$ cat src/rtl/crc32re_pkg.sv
// ============================================================================
// crc32re_pkg
// Shared types, codes and CRC helper functions for the CRC-32 register engine.
// ============================================================================
package crc32re_pkg;

    // Input command codes as they arrive on the cmd port
    localparam logic [1:0] CMD_SEED = 2'd0;
    localparam logic [1:0] CMD_DATA = 2'd1;
    localparam logic [1:0] CMD_READ = 2'd2;

    // Configuration register indexes (byte address = 4 * index)
    localparam logic [1:0] REG_POLYNOMIAL     = 2'd0;
    localparam logic [1:0] REG_REFLECT_INPUT  = 2'd1;
    localparam logic [1:0] REG_REFLECT_OUTPUT = 2'd2;
    localparam logic [1:0] REG_FINAL_INVERT   = 2'd3;

    // Reset values
    localparam logic [31:0] POLY_DEFAULT = 32'h04C1_1DB7;
    localparam logic [31:0] ALL_ONES     = 32'hFFFF_FFFF;

    // Operation carried from the front end to the back end
    typedef enum logic [1:0] {
        OP_SEED,
        OP_DATA,
        OP_READ
    } op_t;

    // One classified item waiting in the queue
    typedef struct packed {
        op_t         op;
        logic [31:0] seed;
        logic [7:0]  data;
    } item_t;

    // Configuration as seen by the front and back ends
    typedef struct packed {
        logic [31:0] polynomial;
        logic        reflect_input;
        logic        reflect_output;
        logic        final_invert;
    } cfg_t;

    // Bit reversal within a byte
    function automatic logic [7:0] rev8(input logic [7:0] b);
        logic [7:0] r;
        for (int i = 0; i < 8; i++) begin
            r[i] = b[7 - i];
        end
        return r;
    endfunction

    // Bit reversal across a 32-bit word
    function automatic logic [31:0] rev32(input logic [31:0] v);
        logic [31:0] r;
        for (int i = 0; i < 32; i++) begin
            r[i] = v[31 - i];
        end
        return r;
    endfunction

    // Fold one byte into the CRC, MSB first, eight shift/xor steps
    function automatic logic [31:0] fold_byte(input logic [31:0] crc,
                                              input logic [7:0]  b,
                                              input logic [31:0] poly);
        logic [31:0] c;
        c = crc ^ {b, 24'd0};
        for (int i = 0; i < 8; i++) begin
            if (c[31]) begin
                c = {c[30:0], 1'b0} ^ poly;
            end
            else begin
                c = {c[30:0], 1'b0};
            end
        end
        return c;
    endfunction

endpackage

$ cat src/rtl/crc32_register_engine.sv
// ============================================================================
// crc32_register_engine
// CRC-32 engine with programmable polynomial, input/output reflection and
// final inversion, fed one command item at a time.
// ============================================================================
// Usage:
//   Input channel: drive cmd/seed_value/data_byte with push; an item is taken
//   at a clock edge where push is high and full is low. cmd 0 loads the seed,
//   1 folds one data byte, 2 (and 3) only reads.
//   Result channel: while empty is low, crc_readout holds the oldest result;
//   pop high at a clock edge takes it. Each item yields exactly one result.
//   Accepted items pass through the queue into the registered result slot.
//   Throughput: one item per cycle while full is low and results are popped,
//   set by the combinational eight-step byte fold in the back end.
//   When pop stays low, one result is held and up to QUEUE_DEPTH items wait in
//   the queue; full rises once the queue is taken up.
//   Configuration: APB writes at byte address 4*i (polynomial, reflect_input,
//   reflect_output, final_invert); write only while no item is in flight.
//   Reset: CRC register all ones, polynomial 0x04C11DB7, all three flags set,
//   queue and result slot empty.
// ============================================================================
module crc32_register_engine #(
    parameter int QUEUE_DEPTH = 4
) (
    input  logic        clk,
    input  logic        rst_n,
    // input channel
    input  logic        push,
    output logic        full,
    input  logic [1:0]  cmd,
    input  logic [31:0] seed_value,
    input  logic [7:0]  data_byte,
    // result channel
    output logic        empty,
    input  logic        pop,
    output logic [31:0] crc_readout,
    // configuration port
    input  logic        psel,
    input  logic        penable,
    input  logic        pwrite,
    input  logic [3:0]  paddr,
    input  logic [31:0] pwdata,
    output logic [31:0] prdata,
    output logic        pready
);

    crc32re_pkg::cfg_t   cfg_reg;
    crc32re_pkg::item_t  fq_item;
    crc32re_pkg::item_t  qb_item;
    logic                fq_push;
    logic                q_full;
    logic                q_empty;
    logic                qb_pop;
    logic                cfg_wr;
    logic [1:0]          reg_idx;

    // Configuration registers
    assign pready  = 1'b1;
    assign reg_idx = paddr[3:2];
    assign cfg_wr  = psel && penable && pwrite && pready;

    always_ff @(posedge clk or negedge rst_n)
    begin
        if (!rst_n) begin
            cfg_reg.polynomial     <= crc32re_pkg::POLY_DEFAULT;
            cfg_reg.reflect_input  <= 1'b1;
            cfg_reg.reflect_output <= 1'b1;
            cfg_reg.final_invert   <= 1'b1;
        end
        else if (cfg_wr) begin
            unique case (reg_idx)
                crc32re_pkg::REG_POLYNOMIAL:     cfg_reg.polynomial     <= pwdata;
                crc32re_pkg::REG_REFLECT_INPUT:  cfg_reg.reflect_input  <= pwdata[0];
                crc32re_pkg::REG_REFLECT_OUTPUT: cfg_reg.reflect_output <= pwdata[0];
                crc32re_pkg::REG_FINAL_INVERT:   cfg_reg.final_invert   <= pwdata[0];
                default: ;
            endcase
        end
    end

    // Register readback
    always_comb
    begin
        unique case (reg_idx)
            crc32re_pkg::REG_POLYNOMIAL:     prdata = cfg_reg.polynomial;
            crc32re_pkg::REG_REFLECT_INPUT:  prdata = {31'd0, cfg_reg.reflect_input};
            crc32re_pkg::REG_REFLECT_OUTPUT: prdata = {31'd0, cfg_reg.reflect_output};
            crc32re_pkg::REG_FINAL_INVERT:   prdata = {31'd0, cfg_reg.final_invert};
            default:                         prdata = '0;
        endcase
    end

    // Front end: accept and classify
    crc32re_front u_front (
        .push       (push),
        .cmd        (cmd),
        .seed_value (seed_value),
        .data_byte  (data_byte),
        .cfg        (cfg_reg),
        .q_full     (q_full),
        .full       (full),
        .q_push     (fq_push),
        .q_item     (fq_item)
    );

    // Item queue between the two sides
    crc32re_queue #(
        .DEPTH (QUEUE_DEPTH)
    ) u_queue (
        .clk     (clk),
        .rst_n   (rst_n),
        .wr_en   (fq_push),
        .wr_item (fq_item),
        .q_full  (q_full),
        .rd_en   (qb_pop),
        .q_empty (q_empty),
        .rd_item (qb_item)
    );

    // Back end: CRC update and result slot
    crc32re_back u_back (
        .clk         (clk),
        .rst_n       (rst_n),
        .cfg         (cfg_reg),
        .q_empty     (q_empty),
        .q_item      (qb_item),
        .q_pop       (qb_pop),
        .empty       (empty),
        .pop         (pop),
        .crc_readout (crc_readout)
    );

endmodule

$ cat src/rtl/crc32re_front.sv
// ============================================================================
// crc32re_front
// Input side: decodes the command of each accepted item and applies input
// byte reflection, producing a classified item for the queue.
// ============================================================================
module crc32re_front (
    input  logic                 push,
    input  logic [1:0]           cmd,
    input  logic [31:0]          seed_value,
    input  logic [7:0]           data_byte,
    input  crc32re_pkg::cfg_t    cfg,
    input  logic                 q_full,
    output logic                 full,
    output logic                 q_push,
    output crc32re_pkg::item_t   q_item
);

    // Accept whenever the queue has room
    assign full   = q_full;
    assign q_push = push && !q_full;

    // Classify the command; the unused code behaves as a plain read
    always_comb
    begin
        q_item.seed = seed_value;
        q_item.data = cfg.reflect_input ? crc32re_pkg::rev8(data_byte) : data_byte;
        unique case (cmd)
            crc32re_pkg::CMD_SEED: q_item.op = crc32re_pkg::OP_SEED;
            crc32re_pkg::CMD_DATA: q_item.op = crc32re_pkg::OP_DATA;
            crc32re_pkg::CMD_READ: q_item.op = crc32re_pkg::OP_READ;
            default:               q_item.op = crc32re_pkg::OP_READ;
        endcase
    end

endmodule

$ cat src/rtl/crc32re_queue.sv
// ============================================================================
// crc32re_queue
// Short first-in first-out queue of classified items between front and back.
// ============================================================================
module crc32re_queue #(
    parameter int DEPTH = 4
) (
    input  logic                 clk,
    input  logic                 rst_n,
    input  logic                 wr_en,
    input  crc32re_pkg::item_t   wr_item,
    output logic                 q_full,
    input  logic                 rd_en,
    output logic                 q_empty,
    output crc32re_pkg::item_t   rd_item
);

    localparam int PTR_W = (DEPTH > 1) ? $clog2(DEPTH) : 1;
    localparam int CNT_W = $clog2(DEPTH + 1);
    localparam logic [PTR_W-1:0] LAST = PTR_W'(DEPTH - 1);
    localparam logic [CNT_W-1:0] FULL_CNT = CNT_W'(DEPTH);

    crc32re_pkg::item_t entry_reg [DEPTH];
    logic [PTR_W-1:0] wr_ptr_reg, wr_ptr_next;
    logic [PTR_W-1:0] rd_ptr_reg, rd_ptr_next;
    logic [CNT_W-1:0] count_reg, count_next;
    logic             do_wr, do_rd;

    assign q_full  = (count_reg == FULL_CNT);
    assign q_empty = (count_reg == '0);
    assign do_wr   = wr_en && !q_full;
    assign do_rd   = rd_en && !q_empty;
    assign rd_item = entry_reg[rd_ptr_reg];

    // Pointer and fill count update
    always_comb
    begin
        wr_ptr_next = wr_ptr_reg;
        rd_ptr_next = rd_ptr_reg;
        count_next  = count_reg;
        if (do_wr) begin
            wr_ptr_next = (wr_ptr_reg == LAST) ? '0 : wr_ptr_reg + 1'b1;
        end
        if (do_rd) begin
            rd_ptr_next = (rd_ptr_reg == LAST) ? '0 : rd_ptr_reg + 1'b1;
        end
        if (do_wr && !do_rd) begin
            count_next = count_reg + 1'b1;
        end
        else if (do_rd && !do_wr) begin
            count_next = count_reg - 1'b1;
        end
    end

    always_ff @(posedge clk or negedge rst_n)
    begin
        if (!rst_n) begin
            wr_ptr_reg <= '0;
            rd_ptr_reg <= '0;
            count_reg  <= '0;
        end
        else begin
            wr_ptr_reg <= wr_ptr_next;
            rd_ptr_reg <= rd_ptr_next;
            count_reg  <= count_next;
        end
    end

    // Entry storage, payload only
    always_ff @(posedge clk)
    begin
        if (do_wr) begin
            entry_reg[wr_ptr_reg] <= wr_item;
        end
    end

endmodule

$ cat src/rtl/crc32re_back.sv
// ============================================================================
// crc32re_back
// Execution side: holds the running CRC, applies seed loads and byte folds,
// and registers the formatted readout for the result port.
// ============================================================================
module crc32re_back (
    input  logic                 clk,
    input  logic                 rst_n,
    input  crc32re_pkg::cfg_t    cfg,
    input  logic                 q_empty,
    input  crc32re_pkg::item_t   q_item,
    output logic                 q_pop,
    output logic                 empty,
    input  logic                 pop,
    output logic [31:0]          crc_readout
);

    logic [31:0] crc_reg, crc_next;
    logic [31:0] readout_reg, readout_next;
    logic        valid_reg, valid_next;
    logic        slot_free;
    logic [31:0] refl;

    // Take the next item when the result slot is empty or being drained
    assign slot_free   = !valid_reg || pop;
    assign q_pop       = slot_free && !q_empty;
    assign empty       = !valid_reg;
    assign crc_readout = readout_reg;

    // CRC register update
    always_comb
    begin
        crc_next = crc_reg;
        if (q_pop) begin
            unique case (q_item.op)
                crc32re_pkg::OP_SEED: crc_next = q_item.seed;
                crc32re_pkg::OP_DATA: crc_next = crc32re_pkg::fold_byte(crc_reg, q_item.data,
                                                                        cfg.polynomial);
                crc32re_pkg::OP_READ: crc_next = crc_reg;
                default:              crc_next = crc_reg;
            endcase
        end
    end

    // Readout formatting
    always_comb
    begin
        refl         = cfg.reflect_output ? crc32re_pkg::rev32(crc_next) : crc_next;
        readout_next = cfg.final_invert ? ~refl : refl;
    end

    // Result slot valid flag
    always_comb
    begin
        valid_next = valid_reg;
        if (q_pop) begin
            valid_next = 1'b1;
        end
        else if (pop) begin
            valid_next = 1'b0;
        end
    end

    always_ff @(posedge clk or negedge rst_n)
    begin
        if (!rst_n) begin
            crc_reg   <= crc32re_pkg::ALL_ONES;
            valid_reg <= 1'b0;
        end
        else begin
            crc_reg   <= crc_next;
            valid_reg <= valid_next;
        end
    end

    always_ff @(posedge clk)
    begin
        if (q_pop) begin
            readout_reg <= readout_next;
        end
    end

endmodule

$ cat config.mk
export PLATFORM = sky130hd
export DESIGN_NAME = crc32_register_engine
export DESIGN_NICKNAME = d
export VERILOG_FILES = /design/src/rtl/crc32re_pkg.sv /design/src/rtl/crc32_register_engine.sv /design/src/rtl/crc32re_front.sv /design/src/rtl/crc32re_queue.sv /design/src/rtl/crc32re_back.sv
export SDC_FILE = /design/constraint.sdc
export NUM_CORES = 1
export LEC_CHECK = 0
export BUFFER_PORTS_ARGS = -buffer_cell sky130_fd_sc_hd__clkbuf_2
export CORE_ASPECT_RATIO = 0.7
export CORE_MARGIN = 8
export CORE_UTILIZATION = 48
export DETAILED_ROUTE_END_ITERATION = 8
export PLACE_DENSITY = 0.67
export SYNTH_ARGS = -nofsm -noshare
export SYNTH_HDL_FRONTEND = slang
export SYNTH_SLANG_ARGS = --single-unit
$ cat constraint.sdc
create_clock -name clk -period 13.8 [get_ports clk]
set_input_delay 2.07 -clock clk [delete_from_list [all_inputs] [get_ports clk]]
set_output_delay 2.07 -clock clk [all_outputs]
set_load 0.01 [all_outputs]
Word-level counts from Yosys, hierarchy flattened
Memories as Yosys holds them, arrays and structs flattened.
Cells that the tools add are included.
{"block": "op_classes", "n_addsub": 4, "n_eq_ne": 8, "mux": 37, "bitwise_logic": 10, "n_reduce_logical": 24}
{"cell": "$mux W32", "n": 25}
{"cell": "$xor A32 B32 Y32", "n": 9}
{"cell": "$pmux W32 S4", "n": 1}
{"cell": "$pmux W32 S2", "n": 1}
{"cell": "$not A32 Y32", "n": 1}
{"cell": "$eq A2 B2 Y1 const B", "n": 4}
{"cell": "$logic_and A1 B1 Y1", "n": 8}
{"cell": "$mux W8", "n": 1}
{"cell": "$reduce_and A2 Y1", "n": 4}
{"cell": "$eq A2 B1 Y1 const B", "n": 3}
{"cell": "$logic_not A2 Y1", "n": 3}
{"cell": "$mux W3", "n": 2}
{"cell": "$logic_not A1 Y1", "n": 5}
{"cell": "$add A2 B1 Y2 const B", "n": 2}
{"cell": "$mux W1", "n": 4}
{"cell": "$mux W2", "n": 2}
{"cell": "$pmux W2 S2", "n": 1}
{"cell": "$reduce_bool A2 Y1", "n": 2}
{"cell": "$add A3 B1 Y3 const B", "n": 1}
{"cell": "$eq A3 B3 Y1 const B", "n": 1}
{"cell": "$logic_not A3 Y1", "n": 1}
{"cell": "$sub A3 B1 Y3 const B", "n": 1}
{"cell": "$logic_or A1 B1 Y1", "n": 1}
{"block": "totals", "regBits": 107, "ramBits": 168, "in_bits": 85, "output_inout_bits": 67, "elab_cells": 94, "mem_count": 1}
{"memory": "u_queue.entry_reg", "depth": 4, "word_bits": 42, "read_ports": 1, "rd_ports_with_merged_regs": 0, "wr": 1, "line": "crc32re_queue.sv:23", "source": "crc32re_pkg::item_t entry_reg [DEPTH];"}

Longest topological paths before layout
Gate-level depths: netlist of run 1.
An unclocked memory read counts as a cell.
{"block": "depth", "ltp_word": 37, "ltp_mapped": 21, "mapped_depth_nobuf": 16}

By module
From an unflattened synthesis of run 1, not the netlist that was laid out.
{"block": "hier_totals", "cells_unflattened": 1769, "area_unflattened_um2": 18940.7}
{"mod": "crc32re_back", "instances": 1, "cells_per_inst": 1349, "area_per_inst_um2": 10385.0}
{"mod": "crc32re_queue", "instances": 1, "cells_per_inst": 257, "area_per_inst_um2": 6506.2}
{"mod": "crc32_register_engine", "instances": 1, "cells_per_inst": 118, "area_per_inst_um2": 1654.1}
{"mod": "crc32re_front", "instances": 1, "cells_per_inst": 45, "area_per_inst_um2": 395.4}

Worst setup path before layout of run 1
OpenSTA, ideal clock, no wires.
{"block": "synth_timing", "path_type": "register to register", "from": "register u_queue.rd_ptr_reg[0]", "to": "register u_back.readout_reg[24] (netlist: u_back.crc_readout[24]) (data pin)", "arrival_ns": 4.691, "path_slack_ns": 8.832, "path_stages_with_launch": 20, "n_path_buf": 3, "cell_sequence": "dfrtp_1 buf_6 mux4_2 xor2_1 o21ai_1 nand2_1 o22ai_2 or4_4 a211oi_1 nor4b_4 xor2_1 nor3_1 or4_1 buf_4 and2_4 buf_6 and4_4 nor3_2 o22ai_1 xnor2_1"}
{"block": "synth_via", "elab_chain_len": 36, "word_cells_on_any_way": 39, "classes_between": "eq/ne: 1; mux: 26; bitwise: 10; reduce/logical: 1; memory: 1"}
{"element": "start: declaration", "line": "crc32re_queue.sv:25", "source": "logic [PTR_W-1:0] rd_ptr_reg, rd_ptr_next;"}
{"element": "start signal: assignment", "line": "crc32re_queue.sv:64", "source": "rd_ptr_reg <= rd_ptr_next;"}
{"element": "$mem_v2 Z4 W42 (*)"}
{"element": "$xor A32 B32 Y32", "line": "crc32re_pkg.sv:67", "source": "c = crc ^ {b, 24'd0};"}
{"element": "$mux W32 / $xor A32 B32 Y32 (equally long branches)", "line": "crc32re_pkg.sv:69, crc32re_pkg.sv:70"}
{"element": "$mux W32, on equally long branches", "line": "crc32re_back.sv:35, crc32re_pkg.sv:69"}
{"element": "$mux W32, on equally long branches", "line": "crc32re_back.sv:34, crc32re_back.sv:35"}
{"element": "$xor A32 B32 Y32 / $mux W32 (equally long branches)", "line": "crc32re_pkg.sv:70, crc32re_back.sv:34"}
{"element": "$mux W32 / $xor A32 B32 Y32 (equally long branches)", "line": "crc32re_pkg.sv:69, crc32re_pkg.sv:70"}
{"element": "$mux W32, on equally long branches", "line": "crc32re_back.sv:35, crc32re_pkg.sv:69"}
{"element": "(+22 left out)"}
{"element": "$mux W32", "line": "crc32re_pkg.sv:69", "source": "if (c[31]) begin"}
{"element": "$pmux W32 S2 (*)", "line": "crc32re_back.sv:35", "source": "unique case (q_item.op)"}
{"element": "$mux W32 (*)", "line": "crc32re_back.sv:34", "source": "if (q_pop) begin"}
{"element": "via u_back.crc_next[24]", "line": "crc32re_back.sv:18", "source": "logic [31:0] crc_reg, crc_next;"}
{"element": "$mux W32 (*)", "line": "crc32re_back.sv:48", "source": "refl = cfg.reflect_output ? crc32re_pkg::rev32(crc_next) : crc_next;"}
{"element": "$not A32 Y32", "line": "crc32re_back.sv:49", "source": "readout_next = cfg.final_invert ? ~refl : refl;"}
{"element": "$mux W32 (*)", "line": "crc32re_back.sv:49"}
{"element": "via u_back.readout_next[24]", "line": "crc32re_back.sv:19", "source": "logic [31:0] readout_reg, readout_next;"}
{"element": "end signal: assignment", "line": "crc32re_back.sv:79", "source": "readout_reg <= readout_next;"}
{"element": "end: declaration", "line": "crc32re_back.sv:19"}
Mark *: on every way through the listed nets, which the timed path passes. The rest lies on a longest branch. The select of a mux whose other input is x is not followed.
A chain may end at the register's enable or synchronous reset.

Final worst setup path of run 1
{"block": "layout_timing", "from": "register u_queue.rd_ptr_reg[1]", "to": "register u_back.readout_reg[28] (netlist: u_back.crc_readout[28]) (data pin)"}
The elaborated chain is that of the path after synthesis.

==> results.sh, run 1 <==
export IMPL_synth_area_leaders="edfxtp_1 38%, xnor2_1 12%, dfstp_2 8.1%"
export IMPL_fin_skew_ns=0.0272
export IMPL_antenna_found_initial=3
export IMPL_die_h_um=168
export IMPL_tns_ns=0
export IMPL_htree_num_levels=1
export IMPL_wl_per_cell_um=21.2
export IMPL_holdPathStages=1
export IMPL_die_area_um2=39300
export IMPL_yosysTopAreaCell="edfxtp_1"
export IMPL_diodes=0
export IMPL_die_w_um=234
export IMPL_via_count=10800
export IMPL_start_util_pct=48.9
export IMPL_grt_max_degree=76
export IMPL_avgSynthCellArea_um2=11.5
export IMPL_tightest_slew_ns=1.08
export IMPL_post_cts_buffers=0
export IMPL_worst_r2r_endpoint="u_back.crc_readout[28]$_DFFE_PP_"
export IMPL_min_from="u_queue.count_reg[2]$_DFFE_PN0P_"
export IMPL_grt_pass1_wl_mm=62.9
export IMPL_synth_top_area_share_pct=37.8
export IMPL_final_hold_violation_count=0
export IMPL_drt_first_pass_iters=5
export IMPL_syn_inst=1378
export IMPL_worstSetupEndpointType="flop"
export IMPL_async_flop_share_pct=27.3
export IMPL_yosysSeqAreaShare_pct=50.0
export IMPL_worst_hold_path_endpoint="u_queue.count_reg[2]$_DFFE_PN0P_"
export IMPL_clk_pin_slew_worst_paths_ns=0.06
export IMPL_required_ns=14.08
export IMPL_insertion_delay_ns=0.58
export IMPL_cts_tree="yes"
export IMPL_reg2regPathDepth=18
export IMPL_yosysMostFrequentCell="nand2_1"
export IMPL_status="complete, no violations"
export IMPL_gp_congestion=0.879
export IMPL_clockBufferDepth=3
export IMPL_r2r_start="u_queue.rd_ptr_reg[1]$_DFFE_PN0P_"
export IMPL_cts_buffers=28
export IMPL_regToRegSetupSlack_ns=6.36
export IMPL_drt_iter0_drc=985
export IMPL_cpMaxStageDelayCell="or4_1"
export IMPL_layout_nets=1564
export IMPL_synth_nets=1470
export IMPL_yosysWarnings=0
export IMPL_gr_usage_all_layers_pct=20.5
export IMPL_syn_to_final_growth_pct=12.5
export IMPL_ant_nets=0
export IMPL_row_count=55
export IMPL_core_area_um2=32500
export IMPL_arrival_ns=7.72
export IMPL_synth_edff_count=200
export IMPL_min_path_type="flop to flop"
export IMPL_worstSetupPathType="flop to flop"
export IMPL_cts_root_buf="clkbuf_16"
export IMPL_maxCapViolCount=0
export IMPL_slew_headroom_pct=28.0
export IMPL_viasPerCell=5.63
export IMPL_finalCriticalPeriod_ns=7.44
export IMPL_wirelength_mm=40.8
export IMPL_ctsResizeCount=0
export IMPL_drc=0
export IMPL_synthFlopType="edfxtp_1"
export IMPL_placed_cells=1869
export IMPL_holdWs_ns=0.488
export IMPL_min_period_over_period_pct=53.9
export IMPL_grt_pass1_vias=10500
export IMPL_fin_cells=1921
export IMPL_cts_sinks=275
export IMPL_path_cells="buf_4 > mux2i_4 > mux2_2 > nor3_2 > nor2_2 > buf_4 > o2111a_1 > a211o_1 > a211oi_1 > nor4b_4 > xnor2_1 > nor3_1 > or4_1 > and2_4 > and4_4 > nor3_2 > o22ai_1 > xnor2_1"
export IMPL_final_layout_size_suffix_gt1_share_pct=26.0
export IMPL_drv_slew=0
export IMPL_ys_seq_elements=275
export IMPL_largest_register_ffs=168
export IMPL_finalSetupViolCount=0
export IMPL_num_io_pins=152
export IMPL_dp_hpwl_mm=28.3
export IMPL_path_max_fanout=36
export IMPL_synth_distinct_cells=85
export IMPL_critPathLaunchType="flop"
export IMPL_grt_overflow=0
export IMPL_ys_top_cells_by_count="226 x nand2_1, 219 x xnor2_1, 200 x edfxtp_1"
export IMPL_utilization_pct=55.1
export IMPL_max_freq_mhz=134
export IMPL_syn_cell_area_um2=15900
export IMPL_cts_hold_fix_buffers=0
export IMPL_cp_slowest_stage_delay_ns=1.05
export IMPL_portBuffers=148
export IMPL_rsz0062_at_grt="no"
-- cells by family after synthesis --
kind of cell	count (synthesis)	share of synthesized area [%]
multiplexers	122	11.4
other	1	0.0236
XOR/XNOR	270	15.3
AND/OR/NAND/NOR	416	12.5
buffers and inverters	131	3.37
flip-flops	275	50.0
adder cells (fa/ha/maj)	7	0.598
AO/OA/AOI/OAI	156	6.86
-- layout by cell type (no fill, tap or decap), types with 26 or more instances in the layout --
cell	n
o21ai_0	41
mux2i_1	37
nand3_1	37
xnor2_1	217
dfstp_2	49
edfxtp_1	200
a21oi_1	26
clkbuf_2	147
clkbuf_16	28
mux2_2	40
nand2_1	226
nor2_1	32
xor2_1	44
mux4_2	41
-- how the worst max path moves through the flow --
stage / slack, ns / start / cells after the start / endpoint
finish: 6.36 / u_queue.rd_ptr_reg[1]$_DFFE_PN0P_ / 18 / u_back.crc_readout[28]$_DFFE_PP_
global route: 5.96 / u_queue.rd_ptr_reg[1]$_DFFE_PN0P_ / 18 / u_back.crc_readout[28]$_DFFE_PP_
CTS: 6.37 / u_queue.rd_ptr_reg[1]$_DFFE_PN0P_ / 18 / u_back.crc_readout[9]$_DFFE_PP_
detailed placement: 6.44 / u_queue.rd_ptr_reg[1]$_DFFE_PN0P_ / 18 / u_back.crc_readout[9]$_DFFE_PP_
global placement: 6.45 / u_queue.rd_ptr_reg[1]$_DFFE_PN0P_ / 18 / u_back.crc_readout[6]$_DFFE_PP_
floorplan: 8.83 / u_queue.rd_ptr_reg[0]$_DFFE_PN0P_ / 19 / u_back.crc_readout[24]$_DFFE_PP_
-- critical path: cells and delay by family (launching register included) --
| family | cells | cell delay [ns] |
|---|---|---|
| AO/OA/AOI/OAI | 4 | 1.29 |
| AND/OR/NAND/NOR | 8 | 2.66 |
| flip-flops | 1 | 0.52 |
| multiplexers | 2 | 0.88 |
| buffers and inverters | 2 | 0.80 |
| XOR/XNOR | 2 | 0.94 |
-- metal layers --
layer  vias up  global-route usage [%]  wire [um]
li1       5052                       -          -
met1      5326                    31.5      19400
met2       380                    29.5      17400
met3        50                    3.90       3140
met4         6                    4.48        737
met5         -                       0         41
-- area by class of cell --
cell class / instances / area [um2]
Fill cell: 2776 / 14600
Sequential cell: 275 / 7950
Multi-Input combinational cell: 972 / 7470
Timing Repair Buffer: 169 / 901
Clock buffer: 39 / 772
Tap cell: 427 / 534
Clock inverter: 13 / 163
Inverter: 26 / 97.6
-- through the flow --
step | setup WS, ns | area, um2
global route | 5.96 | 17900
global placement | 6.45 | 17000
detailed placement | 6.44 | 17000
finish | 6.36 | 17900
CTS | 6.37 | 17900
floorplan | 8.83 | 15900
Power of run 1 is not shown: default switching activity piles up to over one toggle a cycle in this logic, so the estimate is an artifact.
==> run 2, diff against run 1 <==
==> constraint.sdc (replaced) <==
create_clock -name clk -period 7.7 [get_ports clk]
set_input_delay 1.155 -clock clk [delete_from_list [all_inputs] [get_ports clk]]
set_output_delay 1.155 -clock clk [all_outputs]
set_load 0.01 [all_outputs]
==> results.sh, run 2 (same netlist as run 1, synthesis figures left out) <==
export IMPL_syn_to_final_growth_pct=12.5
export IMPL_dp_hpwl_mm=28.5
export IMPL_die_w_um=234
export IMPL_start_util_pct=48.9
export IMPL_min_period_over_period_pct=87.8
export IMPL_drv_slew=0
export IMPL_tightest_slew_ns=1.16
export IMPL_fin_skew_ns=0.0218
export IMPL_rsz0062_at_grt="no"
export IMPL_cts_buffers=27
export IMPL_path_cells="mux4_2 > xor2_1 > o21ai_1 > a211oi_2 > a22oi_1 > a2111oi_0 > a31oi_1 > o211ai_2 > xor2_2 > buf_4 > a22o_1 > or4_1 > nand3_1 > xnor2_1 > o221ai_1 > mux2i_1 > xor2_1"
export IMPL_drt_first_pass_iters=8
export IMPL_cts_sinks=275
export IMPL_wirelength_mm=40.8
export IMPL_cts_root_buf="clkbuf_16"
export IMPL_ctsResizeCount=0
export IMPL_nFillCells=2713
export IMPL_final_layout_size_suffix_gt1_share_pct=25.8
export IMPL_cts_hold_fix_buffers=0
export IMPL_maxCapViolCount=0
export IMPL_grt_max_degree=76
export IMPL_clk_pin_slew_worst_paths_ns=0.06
export IMPL_clockBufferDepth=3
export IMPL_placed_area_um2=17000
export IMPL_num_io_pins=152
export IMPL_seq_area_um2=7950
export IMPL_path_max_fanout=27
export IMPL_min_path_type="flop to flop"
export IMPL_worstSetupEndpointType="flop"
export IMPL_final_hold_violation_count=0
export IMPL_cp_slowest_stage_delay_ns=0.84
export IMPL_largest_register_ffs=168
export IMPL_final_common_cell="nand2_1"
export IMPL_cts_tree="yes"
export IMPL_multi_input_comb_area_um2=7470
export IMPL_mostFrequentLayoutCells="226 x nand2_1, 217 x xnor2_1, 200 x edfxtp_1, 147 x clkbuf_2, 49 x dfstp_2"
export IMPL_tns_ns=0
export IMPL_post_cts_buffers=0
export IMPL_grt_overflow=0
export IMPL_arrival_ns=7.05
export IMPL_row_count=55
export IMPL_insertion_delay_ns=0.58
export IMPL_max_freq_mhz=148
export IMPL_die_h_um=168
export IMPL_holdWs_ns=0.487
export IMPL_htree_num_levels=1
export IMPL_cpMostUsedCell="xor2_1"
export IMPL_fin_area_um2=17900
export IMPL_slew_headroom_pct=22.8
export IMPL_status="complete, no violations"
export IMPL_wl_per_cell_um=21.3
export IMPL_grt_pass1_vias=10500
export IMPL_gr_usage_all_layers_pct=20.7
export IMPL_antenna_found_initial=4
export IMPL_grt_pass1_wl_mm=63.4
export IMPL_gp_congestion=0.880
export IMPL_layout_nets=1565
export IMPL_required_ns=7.99
export IMPL_finalCriticalPeriod_ns=6.76
export IMPL_viasPerCell=5.66
export IMPL_worstSetupPathType="flop to flop"
export IMPL_ant_nets=0
export IMPL_via_count=10900
export IMPL_core_area_um2=32500
export IMPL_drt_iter0_drc=1071
export IMPL_critPathLaunchType="flop"
export IMPL_cpMaxStageDelayCell="or4_1"
export IMPL_die_area_um2=39300
export IMPL_finalSetupViolCount=0
export IMPL_drc=0
export IMPL_portBuffers=148
[run 2: final cells by class]
cell class	instances	area share, %
antenna	1	0.0140
clock buffer	33	3.90
clock inverter	15	1.18
inverter	26	0.546
multi-input combinational	972	41.8
sequential	275	44.4
tap	427	2.99
timing repair buffer	171	5.12
[run 2: per-layer routing]
metal	part of all wire (%)	global-route usage (%)	vias to the layer above
met5	0.13	0	-
met4	1.8	3.82	8
met3	8.1	4.58	55
met2	43	30.4	350
met1	47	31.1	5393
li1	-	-	5058
[run 2: worst paths after layout]
kind                                                     end  depth (start not counted)                              start  slack (ns)
max                         u_back.crc_readout[23]$_DFFE_PP_                         17  u_queue.rd_ptr_reg[0]$_DFFE_PN0P_        0.94
min                         u_queue.count_reg[2]$_DFFE_PN0P_                          1   u_queue.count_reg[2]$_DFFE_PN0P_        0.49
max reg2reg                 u_back.crc_readout[23]$_DFFE_PP_                         17  u_queue.rd_ptr_reg[0]$_DFFE_PN0P_        0.94
min reg2reg                 u_queue.count_reg[2]$_DFFE_PN0P_                          1   u_queue.count_reg[2]$_DFFE_PN0P_        0.49
max in group asynchronous  u_queue.rd_ptr_reg[1]$_DFFE_PN0P_                          1                              rst_n        6.20
min in group asynchronous            cfg_reg[34]$_DFFE_PN0P_                          1                              rst_n        0.76
[run 2: through the flow]
step / setup WS [ns] / utilization, % / std cells
final: 0.936 / 55.0 / 1920
after detailed placement: 1.11 / 52.2 / 1871
after global placement: 1.16 / 52.2 / 1871
after CTS: 1.10 / 55.0 / 1919
after floorplan: 2.73 / - / 1378
after global routing: 0.556 / 55.0 / 1919
[run 2: critical path: cells and delay by family, from the launching register on]
| kind | cells | cell delay (ns) |
|---|---|---|
| compound gates | 8 | 2.34 |
| xor+xnor | 4 | 1.08 |
| mux | 2 | 1.04 |
| simple gates | 2 | 1.03 |
| flops | 1 | 0.67 |
| buf+inv | 1 | 0.31 |
Power of run 2 is left out for the same reason.
==> run 3, diff against run 2 <==
==> constraint.sdc (replaced) <==
create_clock -name clk -period 6.3 [get_ports clk]
set_input_delay 0.945 -clock clk [delete_from_list [all_inputs] [get_ports clk]]
set_output_delay 0.945 -clock clk [all_outputs]
set_load 0.01 [all_outputs]
==> results.sh, run 3 (same netlist as run 1, synthesis figures left out) <==
export IMPL_status="complete, no violations"
export IMPL_largest_register_ffs=168
export IMPL_holdPathStages=1
export IMPL_antenna_found_initial=2
export IMPL_via_count=10800
export IMPL_layout_nets=1575
export IMPL_diodes=0
export IMPL_slew_headroom_pct=22.6
export IMPL_cts_root_buf="clkbuf_16"
export IMPL_ant_nets=0
export IMPL_grt_overflow=0
export IMPL_grt_pass1_wl_mm=63.0
export IMPL_tightest_slew_ns=1.16
export IMPL_max_freq_mhz=168
export IMPL_drt_first_pass_iters=7
export IMPL_mostFrequentLayoutCells="226 x nand2_1, 217 x xnor2_1, 200 x edfxtp_1, 147 x clkbuf_2, 49 x dfstp_2"
export IMPL_cpMaxStageDelayCell="xnor2_2"
export IMPL_drc=0
export IMPL_die_h_um=168
export IMPL_arrival_ns=6.24
export IMPL_r2r_start="u_queue.rd_ptr_reg[1]$_DFFE_PN0P_"
export IMPL_min_from="u_queue.count_reg[2]$_DFFE_PN0P_"
export IMPL_min_path_type="flop to flop"
export IMPL_finalCriticalPeriod_ns=5.95
export IMPL_cts_sinks=275
export IMPL_fin_skew_ns=0.0165
export IMPL_regToRegSetupSlack_ns=0.35
export IMPL_worst_r2r_endpoint="u_back.crc_readout[23]$_DFFE_PP_"
export IMPL_tns_ns=0
export IMPL_core_area_um2=32500
export IMPL_worstSetupPathType="flop to flop"
export IMPL_maxCapViolCount=0
export IMPL_cts_buffers=27
export IMPL_critPathLaunchType="flop"
export IMPL_final_common_cell="nand2_1"
export IMPL_nFillCells=2780
export IMPL_gp_congestion=0.886
export IMPL_clockBufferDepth=3
export IMPL_final_hold_violation_count=0
export IMPL_min_period_over_period_pct=94.4
export IMPL_cts_tree="yes"
export IMPL_worstSetupEndpointType="flop"
export IMPL_wirelength_mm=40.7
export IMPL_portBuffers=148
export IMPL_start_util_pct=48.9
export IMPL_die_area_um2=39300
export IMPL_htree_num_levels=1
export IMPL_viasPerCell=5.60
export IMPL_syn_to_final_growth_pct=13.2
export IMPL_finalSetupViolCount=0
export IMPL_required_ns=6.59
export IMPL_wl_per_cell_um=21.1
export IMPL_dp_hpwl_mm=28.7
export IMPL_drv_slew=0
export IMPL_cts_hold_fix_buffers=0
export IMPL_insertion_delay_ns=0.57
export IMPL_num_io_pins=152
export IMPL_worst_hold_path_endpoint="u_queue.count_reg[2]$_DFFE_PN0P_"
export IMPL_grt_max_degree=76
export IMPL_row_count=55
export IMPL_grt_pass1_vias=10500
export IMPL_path_cells="mux2i_4 > mux2_2 > nor3_2 > nor2_2 > o2111a_1 > a2111oi_0 > a31oi_1 > o211ai_2 > mux2i_1 > xnor2_2 > nand2_1 > xnor2_1 > xnor2_1 > o221ai_1 > mux2i_1 > xor2_1"
export IMPL_ctsResizeCount=0
export IMPL_gr_usage_all_layers_pct=20.5
export IMPL_path_max_fanout=20
export IMPL_cp_slowest_stage_delay_ns=0.87
export IMPL_die_w_um=234
export IMPL_clk_pin_slew_worst_paths_ns=0.06
export IMPL_post_cts_buffers=0
export IMPL_reg2regPathDepth=16
export IMPL_rsz0062_at_grt="no"
export IMPL_drt_iter0_drc=940
export IMPL_final_layout_size_suffix_gt1_share_pct=26.7
## run 3: cell count changes in the layout (fill, tap and decap cells not counted)
cell and change:
clkbuf_1 -2, clkbuf_8 +2, inv_6 -1, diode_2 -1, buf_12 +1, clkinv_1 -2, buf_4 +9, clkinv_2 +5
## run 3: layout make-up
cell class	count	area, um2	area share, %
sequential	275	7950	44.2
multi-input combinational	972	7470	41.5
timing repair buffer	181	1000	5.58
clock buffer	33	718	3.99
tap	427	534	2.97
clock inverter	17	220	1.22
inverter	26	97.6	0.542
## run 3: worst max-delay path by stage
| stage | from | end | slack (ns) | cells past startpoint |
|---|---|---|---|---|
| 2_1_floorplan | u_queue.rd_ptr_reg[0]$_DFFE_PN0P_ | u_back.crc_readout[24]$_DFFE_PP_ | 1.33 | 19 |
| 3_3_place_gp | u_queue.rd_ptr_reg[0]$_DFFE_PN0P_ | u_back.crc_readout[23]$_DFFE_PP_ | 0.47 | 15 |
| 3_5_place_dp | u_queue.rd_ptr_reg[0]$_DFFE_PN0P_ | u_back.crc_readout[23]$_DFFE_PP_ | 0.41 | 15 |
| 4_1_cts | u_queue.rd_ptr_reg[0]$_DFFE_PN0P_ | u_back.crc_readout[23]$_DFFE_PP_ | 0.39 | 15 |
| 5_1_grt | u_queue.rd_ptr_reg[1]$_DFFE_PN0P_ | u_back.crc_readout[15]$_DFFE_PP_ | 0.02 | 17 |
| 6_report | u_queue.rd_ptr_reg[1]$_DFFE_PN0P_ | u_back.crc_readout[23]$_DFFE_PP_ | 0.35 | 16 |
## run 3: critical path, delay by kind of cell, from the launching register on
| family | cells | cell delay, ns |
|---|---|---|
| simple gates | 3 | 0.64 |
| mux | 4 | 1.36 |
| xor+xnor | 4 | 1.53 |
| compound gates | 5 | 1.58 |
| flops | 1 | 0.55 |
## run 3: per-stage QoR
stage | hold slack, ns | util (%) | worst slack (ns) | instances | instance area, um2
detailed placement | 0.493 | 52.5 | 0.406 | 1881 | 17100
CTS | 0.501 | 55.4 | 0.390 | 1931 | 18000
global placement | 0.476 | 52.5 | 0.475 | 1881 | 17100
global route | 0.541 | 55.4 | 0.0191 | 1931 | 18000
floorplan | 0.456 | - | 1.33 | 1378 | 15900
finish | 0.493 | 55.4 | 0.353 | 1931 | 18000
## run 3: routing by layer
metal | track usage [%] | up-vias | part of all wire, % | wire, um
met5 | 0 | - | 0.064 | 26
met4 | 3.96 | 4 | 1.5 | 603
met3 | 3.83 | 45 | 6.7 | 2720
met2 | 29.6 | 347 | 43 | 17300
met1 | 31.7 | 5332 | 49 | 20000
li1 | - | 5088 | - | -
Power of run 3 is left out for the same reason.
